<file path="config.mk">
export PLATFORM = sky130hd
export DESIGN_NAME = multiwave_phase_oscillator
export DESIGN_NICKNAME = d
export VERILOG_FILES = /design/src/hw/rtl/mpo_pkg.sv /design/src/hw/rtl/mpo_front.sv /design/src/hw/rtl/mpo_queue.sv /design/src/hw/rtl/mpo_back.sv /design/src/hw/rtl/multiwave_phase_oscillator.sv
export VERILOG_INCLUDE_DIRS = /design/src /design/src/hw/rtl
export SDC_FILE = /design/constraint.sdc
export NUM_CORES = 2
export LEC_CHECK = 0
export ABC_CLOCK_PERIOD_IN_PS = 16000
export BUFFER_PORTS_ARGS = -buffer_cell sky130_fd_sc_hd__clkbuf_2
export CAP_MARGIN = 10
export CORE_ASPECT_RATIO = 0.9
export CORE_MARGIN = 4
export CORE_UTILIZATION = 55
export CTS_CLUSTER_SIZE = 10
export DETAILED_ROUTE_END_ITERATION = 7
export PLACE_DENSITY_LB_ADDON = 0.2
export SLEW_MARGIN = 10
export SYNTH_ARGS = -nofsm -noshare
export SYNTH_HDL_FRONTEND = slang
export SYNTH_SLANG_ARGS = --single-unit
</file>
<file path="constraint.sdc">
create_clock -name clk -period 16 [get_ports clk]
set_input_delay 1.6 -clock clk [delete_from_list [all_inputs] [get_ports clk]]
set_output_delay 1.6 -clock clk [all_outputs]
set_load 0.03 [all_outputs]
</file>
<file path="src/hw/rtl/assert_macros.svh">
`ifndef ASSERT_MACROS_SVH
`define ASSERT_MACROS_SVH

// Property that must hold at every clock edge outside reset.
`define ASSERT_ALWAYS(lbl, prop, msg) \
  lbl: assert property (@(posedge clk) disable iff (rst) (prop)) else $error(msg);

// Condition that must never be seen at a clock edge outside reset.
`define ASSERT_NEVER(lbl, expr, msg) \
  lbl: assert property (@(posedge clk) disable iff (rst) !(expr)) else $error(msg);

`endif

</file>
<file path="src/hw/rtl/mpo_pkg.sv">
package mpo_pkg;

  // Field widths
  localparam int OP_BITS     = 3;
  localparam int FREQ_BITS   = 24;
  localparam int SAMPLE_BITS = 16;
  localparam int GAIN_BITS   = 40;

  // Oscillator geometry
  localparam int SINE_TABLE_BITS = 10;
  localparam int PHASE_BITS      = 32;
  localparam int QUARTER_BITS    = SINE_TABLE_BITS - 2;
  localparam int QUARTER_LEN     = 1 << QUARTER_BITS;

  // Step = (frequency * gain) >> STEP_SHIFT, kept to PHASE_BITS
  localparam int STEP_SHIFT = 56 - PHASE_BITS;
  localparam int PROD_BITS  = STEP_SHIFT + PHASE_BITS;
  localparam int GAIN_SPLIT = 20;
  localparam int PART_BITS  = FREQ_BITS + GAIN_SPLIT + 1;

  // Queue between front and back
  localparam int QUEUE_DEPTH = 4;

  localparam logic [GAIN_BITS-1:0] GAIN_RESET = 40'd5864062015;
  localparam logic [31:0]          NOISE_SEED = 32'd123456789;
  localparam logic [63:0]          HALF_PI_Q30 = 64'd1686629713;
  localparam logic [63:0]          Q30_ONE = 64'd1 << 30;

  // Waveform selector codes
  localparam logic [OP_BITS-1:0] OP_SINE   = 3'd0;
  localparam logic [OP_BITS-1:0] OP_PHASOR = 3'd1;
  localparam logic [OP_BITS-1:0] OP_SAW    = 3'd2;
  localparam logic [OP_BITS-1:0] OP_RECT   = 3'd3;
  localparam logic [OP_BITS-1:0] OP_NOISE  = 3'd4;

  // Classified request passed from front to back
  typedef struct packed {
    logic [OP_BITS-1:0]    wave;
    logic                  adv_phase;
    logic                  adv_noise;
    logic [PHASE_BITS-1:0] step;
  } req_t;

  // Quarter-wave table, entry i holds sin for point i+1 (point 0 is zero)
  typedef logic [QUARTER_LEN-1:0][SAMPLE_BITS-1:0] sine_tab_t;

  // Taylor series to x^11 in Q30, rounded to Q15, saturated
  function automatic sine_tab_t build_sine_tab();
    sine_tab_t   tab;
    logic [63:0] x;
    logic [63:0] x2;
    logic [63:0] t;
    logic [63:0] s;
    logic [63:0] q;
    for (int i = 1; i <= QUARTER_LEN; i++) begin
      x  = (64'(i) * HALF_PI_Q30) >> QUARTER_BITS;
      x2 = (x * x) >> 30;
      t  = Q30_ONE - x2 / 64'd110;
      t  = Q30_ONE - ((x2 * t) >> 30) / 64'd72;
      t  = Q30_ONE - ((x2 * t) >> 30) / 64'd42;
      t  = Q30_ONE - ((x2 * t) >> 30) / 64'd20;
      t  = Q30_ONE - ((x2 * t) >> 30) / 64'd6;
      s  = (x * t) >> 30;
      q  = (s + 64'd16384) >> 15;
      if (q > 64'd32767) begin
        q = 64'd32767;
      end
      tab[i-1] = q[SAMPLE_BITS-1:0];
    end
    return tab;
  endfunction

  localparam sine_tab_t SINE_TAB = build_sine_tab();

endpackage

</file>
<file path="src/hw/rtl/mpo_front.sv">
`include "assert_macros.svh"

module mpo_front
  import mpo_pkg::*;
(
  input  logic                        clk,
  input  logic                        rst,
  input  logic                        in_valid,
  output logic                        in_stall,
  input  logic [OP_BITS-1:0]          op,
  input  logic signed [FREQ_BITS-1:0] frequency,
  input  logic                        cfg_valid,
  output logic                        cfg_ready,
  input  logic [GAIN_BITS-1:0]        phase_gain,
  output logic                        push,
  output req_t                        push_req,
  input  logic                        q_full
);

  logic                 gain;
  logic [GAIN_BITS-1:0] gain_reg;

  logic                        f1_valid;
  logic [OP_BITS-1:0]          f1_wave;
  logic                        f1_adv_phase;
  logic                        f1_adv_noise;
  logic signed [PART_BITS-1:0] f1_part_lo;
  logic signed [PART_BITS-1:0] f1_part_hi;

  logic f2_valid;
  req_t f2_req;

  logic f1_move;
  logic f2_free;
  logic in_accept;
  logic signed [PROD_BITS-1:0] prod_sum;

  // Gain register, always ready for a write
  assign cfg_ready = 1'b1;
  assign gain      = cfg_valid;

  always_ff @(posedge clk) begin
    if (rst) begin
      gain_reg <= GAIN_RESET;
    end else if (gain) begin
      gain_reg <= phase_gain;
    end
  end

  // Pipeline flow control
  assign push      = f2_valid && !q_full;
  assign f2_free   = !f2_valid || push;
  assign f1_move   = f1_valid && f2_free;
  assign in_stall  = f1_valid && !f1_move;
  assign in_accept = in_valid && !in_stall;

  always_ff @(posedge clk) begin
    if (rst) begin
      f1_valid <= 1'b0;
      f2_valid <= 1'b0;
    end else begin
      if (!in_stall) begin
        f1_valid <= in_valid;
      end
      if (f2_free) begin
        f2_valid <= f1_valid;
      end
    end
  end

  // Stage 1: classify and form the two partial products
  always_ff @(posedge clk) begin
    if (in_accept) begin
      f1_wave      <= op;
      f1_adv_phase <= (op == OP_SINE) || (op == OP_PHASOR) ||
                      (op == OP_SAW) || (op == OP_RECT);
      f1_adv_noise <= (op == OP_NOISE);
      f1_part_lo   <= frequency * $signed({1'b0, gain_reg[GAIN_SPLIT-1:0]});
      f1_part_hi   <= frequency * $signed({1'b0, gain_reg[GAIN_BITS-1:GAIN_SPLIT]});
    end
  end

  // Stage 2: combine partials, arithmetic shift gives the phase step
  assign prod_sum = PROD_BITS'(f1_part_lo) + (PROD_BITS'(f1_part_hi) <<< GAIN_SPLIT);

  always_ff @(posedge clk) begin
    if (f1_move) begin
      f2_req.wave      <= f1_wave;
      f2_req.adv_phase <= f1_adv_phase;
      f2_req.adv_noise <= f1_adv_noise;
      f2_req.step      <= prod_sum[PROD_BITS-1 -: PHASE_BITS];
    end
  end

  assign push_req = f2_req;

  `ASSERT_ALWAYS(a_accept_fills_f1, (in_accept |=> f1_valid), "accepted request lost in front")

endmodule

</file>
<file path="src/hw/rtl/mpo_queue.sv">
`include "assert_macros.svh"

module mpo_queue
  import mpo_pkg::*;
(
  input  logic clk,
  input  logic rst,
  input  logic push,
  input  req_t push_req,
  output logic full,
  input  logic pop,
  output logic q_valid,
  output req_t pop_req
);

  localparam int PTR_BITS = (QUEUE_DEPTH > 1) ? $clog2(QUEUE_DEPTH) : 1;
  localparam int CNT_BITS = $clog2(QUEUE_DEPTH + 1);

  req_t                entries [QUEUE_DEPTH];
  logic [PTR_BITS-1:0] wr_ptr;
  logic [PTR_BITS-1:0] rd_ptr;
  logic [CNT_BITS-1:0] count;

  assign full    = (count == CNT_BITS'(QUEUE_DEPTH));
  assign q_valid = (count != '0);
  assign pop_req = entries[rd_ptr];

  // Pointers and fill count
  always_ff @(posedge clk) begin
    if (rst) begin
      wr_ptr <= '0;
      rd_ptr <= '0;
      count  <= '0;
    end else begin
      if (push) begin
        wr_ptr <= (wr_ptr == PTR_BITS'(QUEUE_DEPTH - 1)) ? '0 : wr_ptr + PTR_BITS'(1);
      end
      if (pop) begin
        rd_ptr <= (rd_ptr == PTR_BITS'(QUEUE_DEPTH - 1)) ? '0 : rd_ptr + PTR_BITS'(1);
      end
      if (push && !pop) begin
        count <= count + CNT_BITS'(1);
      end else if (pop && !push) begin
        count <= count - CNT_BITS'(1);
      end
    end
  end

  // Entry storage
  always_ff @(posedge clk) begin
    if (push) begin
      entries[wr_ptr] <= push_req;
    end
  end

  `ASSERT_NEVER(a_no_overflow, push && full, "push into full queue")
  `ASSERT_NEVER(a_no_underflow, pop && !q_valid, "pop from empty queue")

endmodule

</file>
<file path="src/hw/rtl/mpo_back.sv">
`include "assert_macros.svh"

module mpo_back
  import mpo_pkg::*;
(
  input  logic                          clk,
  input  logic                          rst,
  input  logic                          q_valid,
  input  req_t                          pop_req,
  output logic                          pop,
  output logic                          out_valid,
  input  logic                          out_stall,
  output logic signed [SAMPLE_BITS-1:0] sample
);

  logic                  b1_valid;
  logic [OP_BITS-1:0]    b1_wave;
  logic [PHASE_BITS-1:0] phase_acc;
  logic [31:0]           noise_word;

  logic b2_free;
  logic b1_move;
  logic b1_free;

  logic [31:0] nz1;
  logic [31:0] nz2;
  logic [31:0] noise_next;

  logic [SINE_TABLE_BITS-1:0]   idx;
  logic [1:0]                   quad;
  logic [QUARTER_BITS-1:0]      k;
  logic [SAMPLE_BITS-1:0]       mag;
  logic signed [SAMPLE_BITS-1:0] sine_val;
  logic signed [SAMPLE_BITS-1:0] wave_sample;

  // Flow control: output register, then state stage
  assign b2_free = !out_valid || !out_stall;
  assign b1_move = b1_valid && b2_free;
  assign b1_free = !b1_valid || b1_move;
  assign pop     = q_valid && b1_free;

  // xorshift32 advance
  assign nz1        = noise_word ^ (noise_word << 13);
  assign nz2        = nz1 ^ (nz1 >> 17);
  assign noise_next = nz2 ^ (nz2 << 5);

  // Oscillator state and valid flags
  always_ff @(posedge clk) begin
    if (rst) begin
      b1_valid   <= 1'b0;
      out_valid  <= 1'b0;
      phase_acc  <= '0;
      noise_word <= NOISE_SEED;
    end else begin
      if (b1_free) begin
        b1_valid <= q_valid;
      end
      if (b2_free) begin
        out_valid <= b1_valid;
      end
      if (pop && pop_req.adv_phase) begin
        phase_acc <= phase_acc + pop_req.step;
      end
      if (pop && pop_req.adv_noise) begin
        noise_word <= noise_next;
      end
    end
  end

  always_ff @(posedge clk) begin
    if (pop) begin
      b1_wave <= pop_req.wave;
    end
  end

  // Quarter-wave sine lookup with mirroring and sign
  assign idx  = phase_acc[PHASE_BITS-1 -: SINE_TABLE_BITS];
  assign quad = idx[SINE_TABLE_BITS-1 -: 2];
  assign k    = idx[QUARTER_BITS-1:0];

  always_comb begin
    if (quad[0]) begin
      mag = SINE_TAB[~k];
    end else if (k == '0) begin
      mag = '0;
    end else begin
      mag = SINE_TAB[k - QUARTER_BITS'(1)];
    end
    sine_val = quad[1] ? -$signed(mag) : $signed(mag);
  end

  // Waveform select
  always_comb begin
    unique case (b1_wave)
      OP_SINE:   wave_sample = sine_val;
      OP_PHASOR: wave_sample = $signed({1'b0, phase_acc[PHASE_BITS-1 -: SAMPLE_BITS-1]});
      OP_SAW:    wave_sample = $signed({~phase_acc[PHASE_BITS-1],
                                        phase_acc[PHASE_BITS-2 -: SAMPLE_BITS-1]});
      OP_RECT:   wave_sample = (phase_acc[PHASE_BITS-1] && (|phase_acc[PHASE_BITS-2:0])) ?
                               16'sh7FFF : 16'sh8000;
      OP_NOISE:  wave_sample = $signed({~noise_word[31], noise_word[30:16]});
      default:   wave_sample = '0;
    endcase
  end

  always_ff @(posedge clk) begin
    if (b1_move) begin
      sample <= wave_sample;
    end
  end

  `ASSERT_ALWAYS(a_phase_hold, (!(pop && pop_req.adv_phase) |=> $stable(phase_acc)), "phase moved without request")
  `ASSERT_ALWAYS(a_noise_hold, (!(pop && pop_req.adv_noise) |=> $stable(noise_word)), "noise moved without request")

endmodule

</file>
<file path="src/hw/rtl/multiwave_phase_oscillator.sv">
// Channel  Handshake            Payload
// in       in_valid / in_stall  op[2:0], frequency[23:0] signed
// out      out_valid/out_stall  sample[15:0] signed
// cfg      cfg_valid/cfg_ready  phase_gain[39:0]
//
// Sustains one request per cycle while out_stall is low; an output stall holds the flow.
// A request passes through two multiply stages, the queue, the state stage and the output register.
// Reset (rst) is synchronous; no clearing pass.
// An output stall backs up through the back stages and the four-entry queue before in_stall rises.
// cfg_ready is always high; the gain is used by requests accepted after the write.
module multiwave_phase_oscillator
  import mpo_pkg::*;
(
  input  logic                          clk,
  input  logic                          rst,
  input  logic                          in_valid,
  output logic                          in_stall,
  input  logic [OP_BITS-1:0]            op,
  input  logic signed [FREQ_BITS-1:0]   frequency,
  output logic                          out_valid,
  input  logic                          out_stall,
  output logic signed [SAMPLE_BITS-1:0] sample,
  input  logic                          cfg_valid,
  output logic                          cfg_ready,
  input  logic [GAIN_BITS-1:0]          phase_gain
);

  logic push;
  req_t push_req;
  logic q_full;
  logic pop;
  logic q_valid;
  req_t pop_req;

  // Front: accept, classify, compute phase step
  mpo_front u_front (
    .clk       (clk),
    .rst       (rst),
    .in_valid  (in_valid),
    .in_stall  (in_stall),
    .op        (op),
    .frequency (frequency),
    .cfg_valid (cfg_valid),
    .cfg_ready (cfg_ready),
    .phase_gain(phase_gain),
    .push      (push),
    .push_req  (push_req),
    .q_full    (q_full)
  );

  // Decoupling queue
  mpo_queue u_queue (
    .clk     (clk),
    .rst     (rst),
    .push    (push),
    .push_req(push_req),
    .full    (q_full),
    .pop     (pop),
    .q_valid (q_valid),
    .pop_req (pop_req)
  );

  // Back: state update and waveform generation
  mpo_back u_back (
    .clk      (clk),
    .rst      (rst),
    .q_valid  (q_valid),
    .pop_req  (pop_req),
    .pop      (pop),
    .out_valid(out_valid),
    .out_stall(out_stall),
    .sample   (sample)
  );

endmodule
</file>
==> metrics.md <==
| Metric | Value |
|---|---|
| Status | `finished with violations` |
| Failing checks | `DRC` |
| Max incr delay on CP | `0.81 ns` |
| Initial Utilization | `55.3%` |
| Largest net degree at the start of global routing | `125` |
| Sequential Area | `10500 um2` |
| Register bit total from synthesis | `387` |
| Worst slew pin tran | `1.30 ns` |
| Worst skew pair latency | `0.65 ns` |
| Largest register FFs | `148` |
| Max_slew headroom | `12.3%` |
| Max_cap viols | `0` |
| Chip Height | `320 um` |
| Clk_skew | `0.0637 ns` |
| Total Routing Usage GR | `34.9%` |
| Prevailing post-synth register cell | `edfxtp_1` |
| Cts hold-fix bufs | `0` |
| Worst Setup Start Kind | `input port` |
| Final setup TNS | `0 ns` |
| Post-Syn Instances | `6467` |
| Top cell by count, worst path | `fa_1` |
| Area share of fa/ha/maj cells after synthesis | `37.0%` |
| WHS Path Cells | `0` |
| Vias per Instance | `6.25` |
| Synth Warn # | `0` |
| DRT antenna net count | `0` |
| Fin crit share | `56.5%` |
| Total setup buffers inserted after CTS | `0` |
| Violation count after the first detailed-route iteration | `5435` |
| Clk root buf | `clkbuf_16` |
| EDFF count, synth | `270` |
| Core ar. | `107000 um2` |
| Fraction of layout cells with a size suffix above 1 | `6.44%` |
| Reg clk slew, reported paths | `0.06 ns` |
| Most frequent cells in the layout | `inv_1 (957), fa_1 (897), nand2_1 (608)` |
| Final wirelength | `196000 um` |
| Die area | `113000 um2` |
| Drt wl/cell | `25.2 um` |
| Slew Viols, Final | `0` |
| First-pass GRT wire length | `304000 um` |
| Post_cts resized | `0` |
| Synthesized area | `59300 um2` |
| Final hold violation count | `0` |
| Synth top area cells | `fa_1 (30%), edfxtp_1 (14%), ha_1 (6.8%), and2_1 (6.1%), inv_1 (6.1%)` |
| Min-Delay Path Class | `reg -> reg` |
| CP Max Fanout | `40` |
| Post-synth top area share | `30.3%` |
| Reg-to-Reg End | `u_front.f1_part_lo[43]` |
| Area grow syn2layout | `4.88%` |
| DRC violations left | `3` |
| Clk buf depth | `3` |
| Crit Path Class | `in -> reg` |
| # fillers | `9491` |
| RSZ-0062 raised after global routing | `no` |
| FP Rows | `114` |
| Total clock buffers created by CTS | `47` |
| Sink Count | `387` |
| Cell Chain, Critical Path | `clkbuf_2, and2_1, fa_1, fa_1, inv_1, fa_1, inv_1, fa_1, ha_1, fa_1, inv_1, fa_1, inv_1, ha_1, a2111o_1, a211oi_1, o21ai_0, a21o_1, o211ai_1, a211oi_1, nor3_1, o21ai_0, a21oi_1, xnor2_1` |
| Routed vias | `48600` |
| CTS tree | `yes` |
| Synth Area in Simple Gates | `17.2%` |
| Commonest non-fill, non-tap cell in the layout | `inv_1` |
| Vias in the first global route | `49700` |
| Sequential-to-total area share from yosys stat | `17.6%` |
| WP data required | `16.33 ns` |
| Multi-input gate area | `43500 um2` |
| R2R Setup Slk | `7.83 ns` |
| Antenna violations before repair | `12` |
| Crit path DAT | `9.37 ns` |
| GRT overflow | `0` |
| Synth cell types | `106` |
| Top Ports | `91` |
| Crit-path slowest cell | `o211ai_1` |
| Hpwl dp | `142000 um` |
| GP Congestion | `1.05` |
| Detailed Routing Iterations Pass 1 | `8` |
| CP Capture Type | `flop` |
| Post-synthesis xor/xnor area fraction | `3.33%` |
| H-tree levels | `2` |
| Final net count | `7576` |
| Synth Area in Compound Gates | `12.9%` |
| Endpoints failing setup | `0` |
| R2R depth | `23` |
| Leading area contributor after synthesis | `fa_1` |
| R2R Path Start | `u_front.gain_reg[3]` |
| IO Port Bufs | `89` |
| Hold Path End | `u_front.push_req[32]` |
| Mux share of post-synthesis cell area | `2.60%` |
| Asr flop ratio synth | `0%` |
| Die extent in x | `354 um` |
| Syn Area/Cell | `9.18 um2` |
| Largest family of logic cells by synthesized area | `adder cells` |
| Syn nets | `7758` |
| Hold_sp | `u_front.f1_adv_noise` |
| FMAX | `0.111 GHz` |
| Post-layout minimum cycle time | `9.03 ns` |
[per-layer routing]
layer / vias to the layer above / routed length [um] / GRT usage (%)
met2: 2716 / 82500 / 50.9
met1: 24400 / 81500 / 49.5
li1: 20900 / - / -
met4: 12 / 7030 / 11.1
met3: 510 / 25000 / 11.5
met5: - / 122 / 0
[cell families after synthesis]
group / count (synthesis)
flip-flops: 387
AO/OA/AOI/OAI: 1138
buffers and inverters: 1406
other: 1
AND/OR/NAND/NOR: 2001
XOR/XNOR: 218
multiplexers: 97
adder cells (fa/ha/maj): 1219
[how the worst max path moves through the flow]
stage / start / to / slack (ns) / cells past startpoint
final: frequency[8] / u_front.f1_part_lo[43] / 6.97 / 24
after global routing: frequency[8] / u_front.f1_part_lo[43] / 6.48 / 24
after CTS: frequency[8] / u_front.f1_part_lo[43] / 7.01 / 24
after detailed placement: frequency[8] / u_front.f1_part_lo[43] / 6.40 / 24
after global placement: frequency[8] / u_front.f1_part_lo[38] / 6.51 / 24
after floorplan: frequency[11] / u_front.f1_part_hi[35] / 7.90 / 23
[worst max-delay path: cells and delay by family]
kind | cells | cell delay [ns]
xor+xnor | 1 | 0.10
fa+ha+maj | 8 | 3.51
buf+inv | 5 | 0.77
compound gates | 8 | 2.45
simple gates | 2 | 0.92
[synth_stat cells, types with 61 or more instances]
| master | count |
|---|---|
| inv_1 | 957 |
| fa_1 | 897 |
| nand2_1 | 608 |
| and2_1 | 577 |
| ha_1 | 322 |
| clkbuf_1 | 309 |
| nor2_1 | 280 |
| edfxtp_1 | 270 |
| a21oi_1 | 265 |
| o21ai_0 | 223 |
| xnor2_1 | 137 |
| dfxtp_1 | 117 |
| nor3_1 | 110 |
| buf_2 | 81 |
| nand3_1 | 79 |
| a211oi_1 | 77 |
| xor2_1 | 76 |
| nor2b_1 | 72 |
| nand2b_1 | 63 |
| o211ai_1 | 61 |
[layout make-up]
| class | count | area share (%) |
|---|---|---|
| multi-input combinational | 4674 | 69.8 |
| clock inverter | 8 | 0.187 |
| timing repair buffer | 213 | 2.24 |
| tap | 1450 | 2.91 |
| inverter | 962 | 5.80 |
| clock buffer | 79 | 2.18 |
| antenna | 4 | 0.0161 |
| sequential | 387 | 16.8 |
[per-stage QoR]
step	cells	hold slack (ns)	cell area, um2	worst slack, ns	utilization, %
after floorplan	6467	0.400	59300	7.90	-
after global placement	7686	0.404	60800	6.51	56.6
after detailed placement	7686	0.409	60800	6.40	56.6
after CTS	7773	0.423	62200	7.01	58.0
after global routing	7773	0.435	62200	6.48	58.0
final	7777	0.421	62200	6.97	58.0
Power is left out: the tool's default activity adds up to more than one toggle a clock period on the data nets, which glitch-free logic cannot reach.
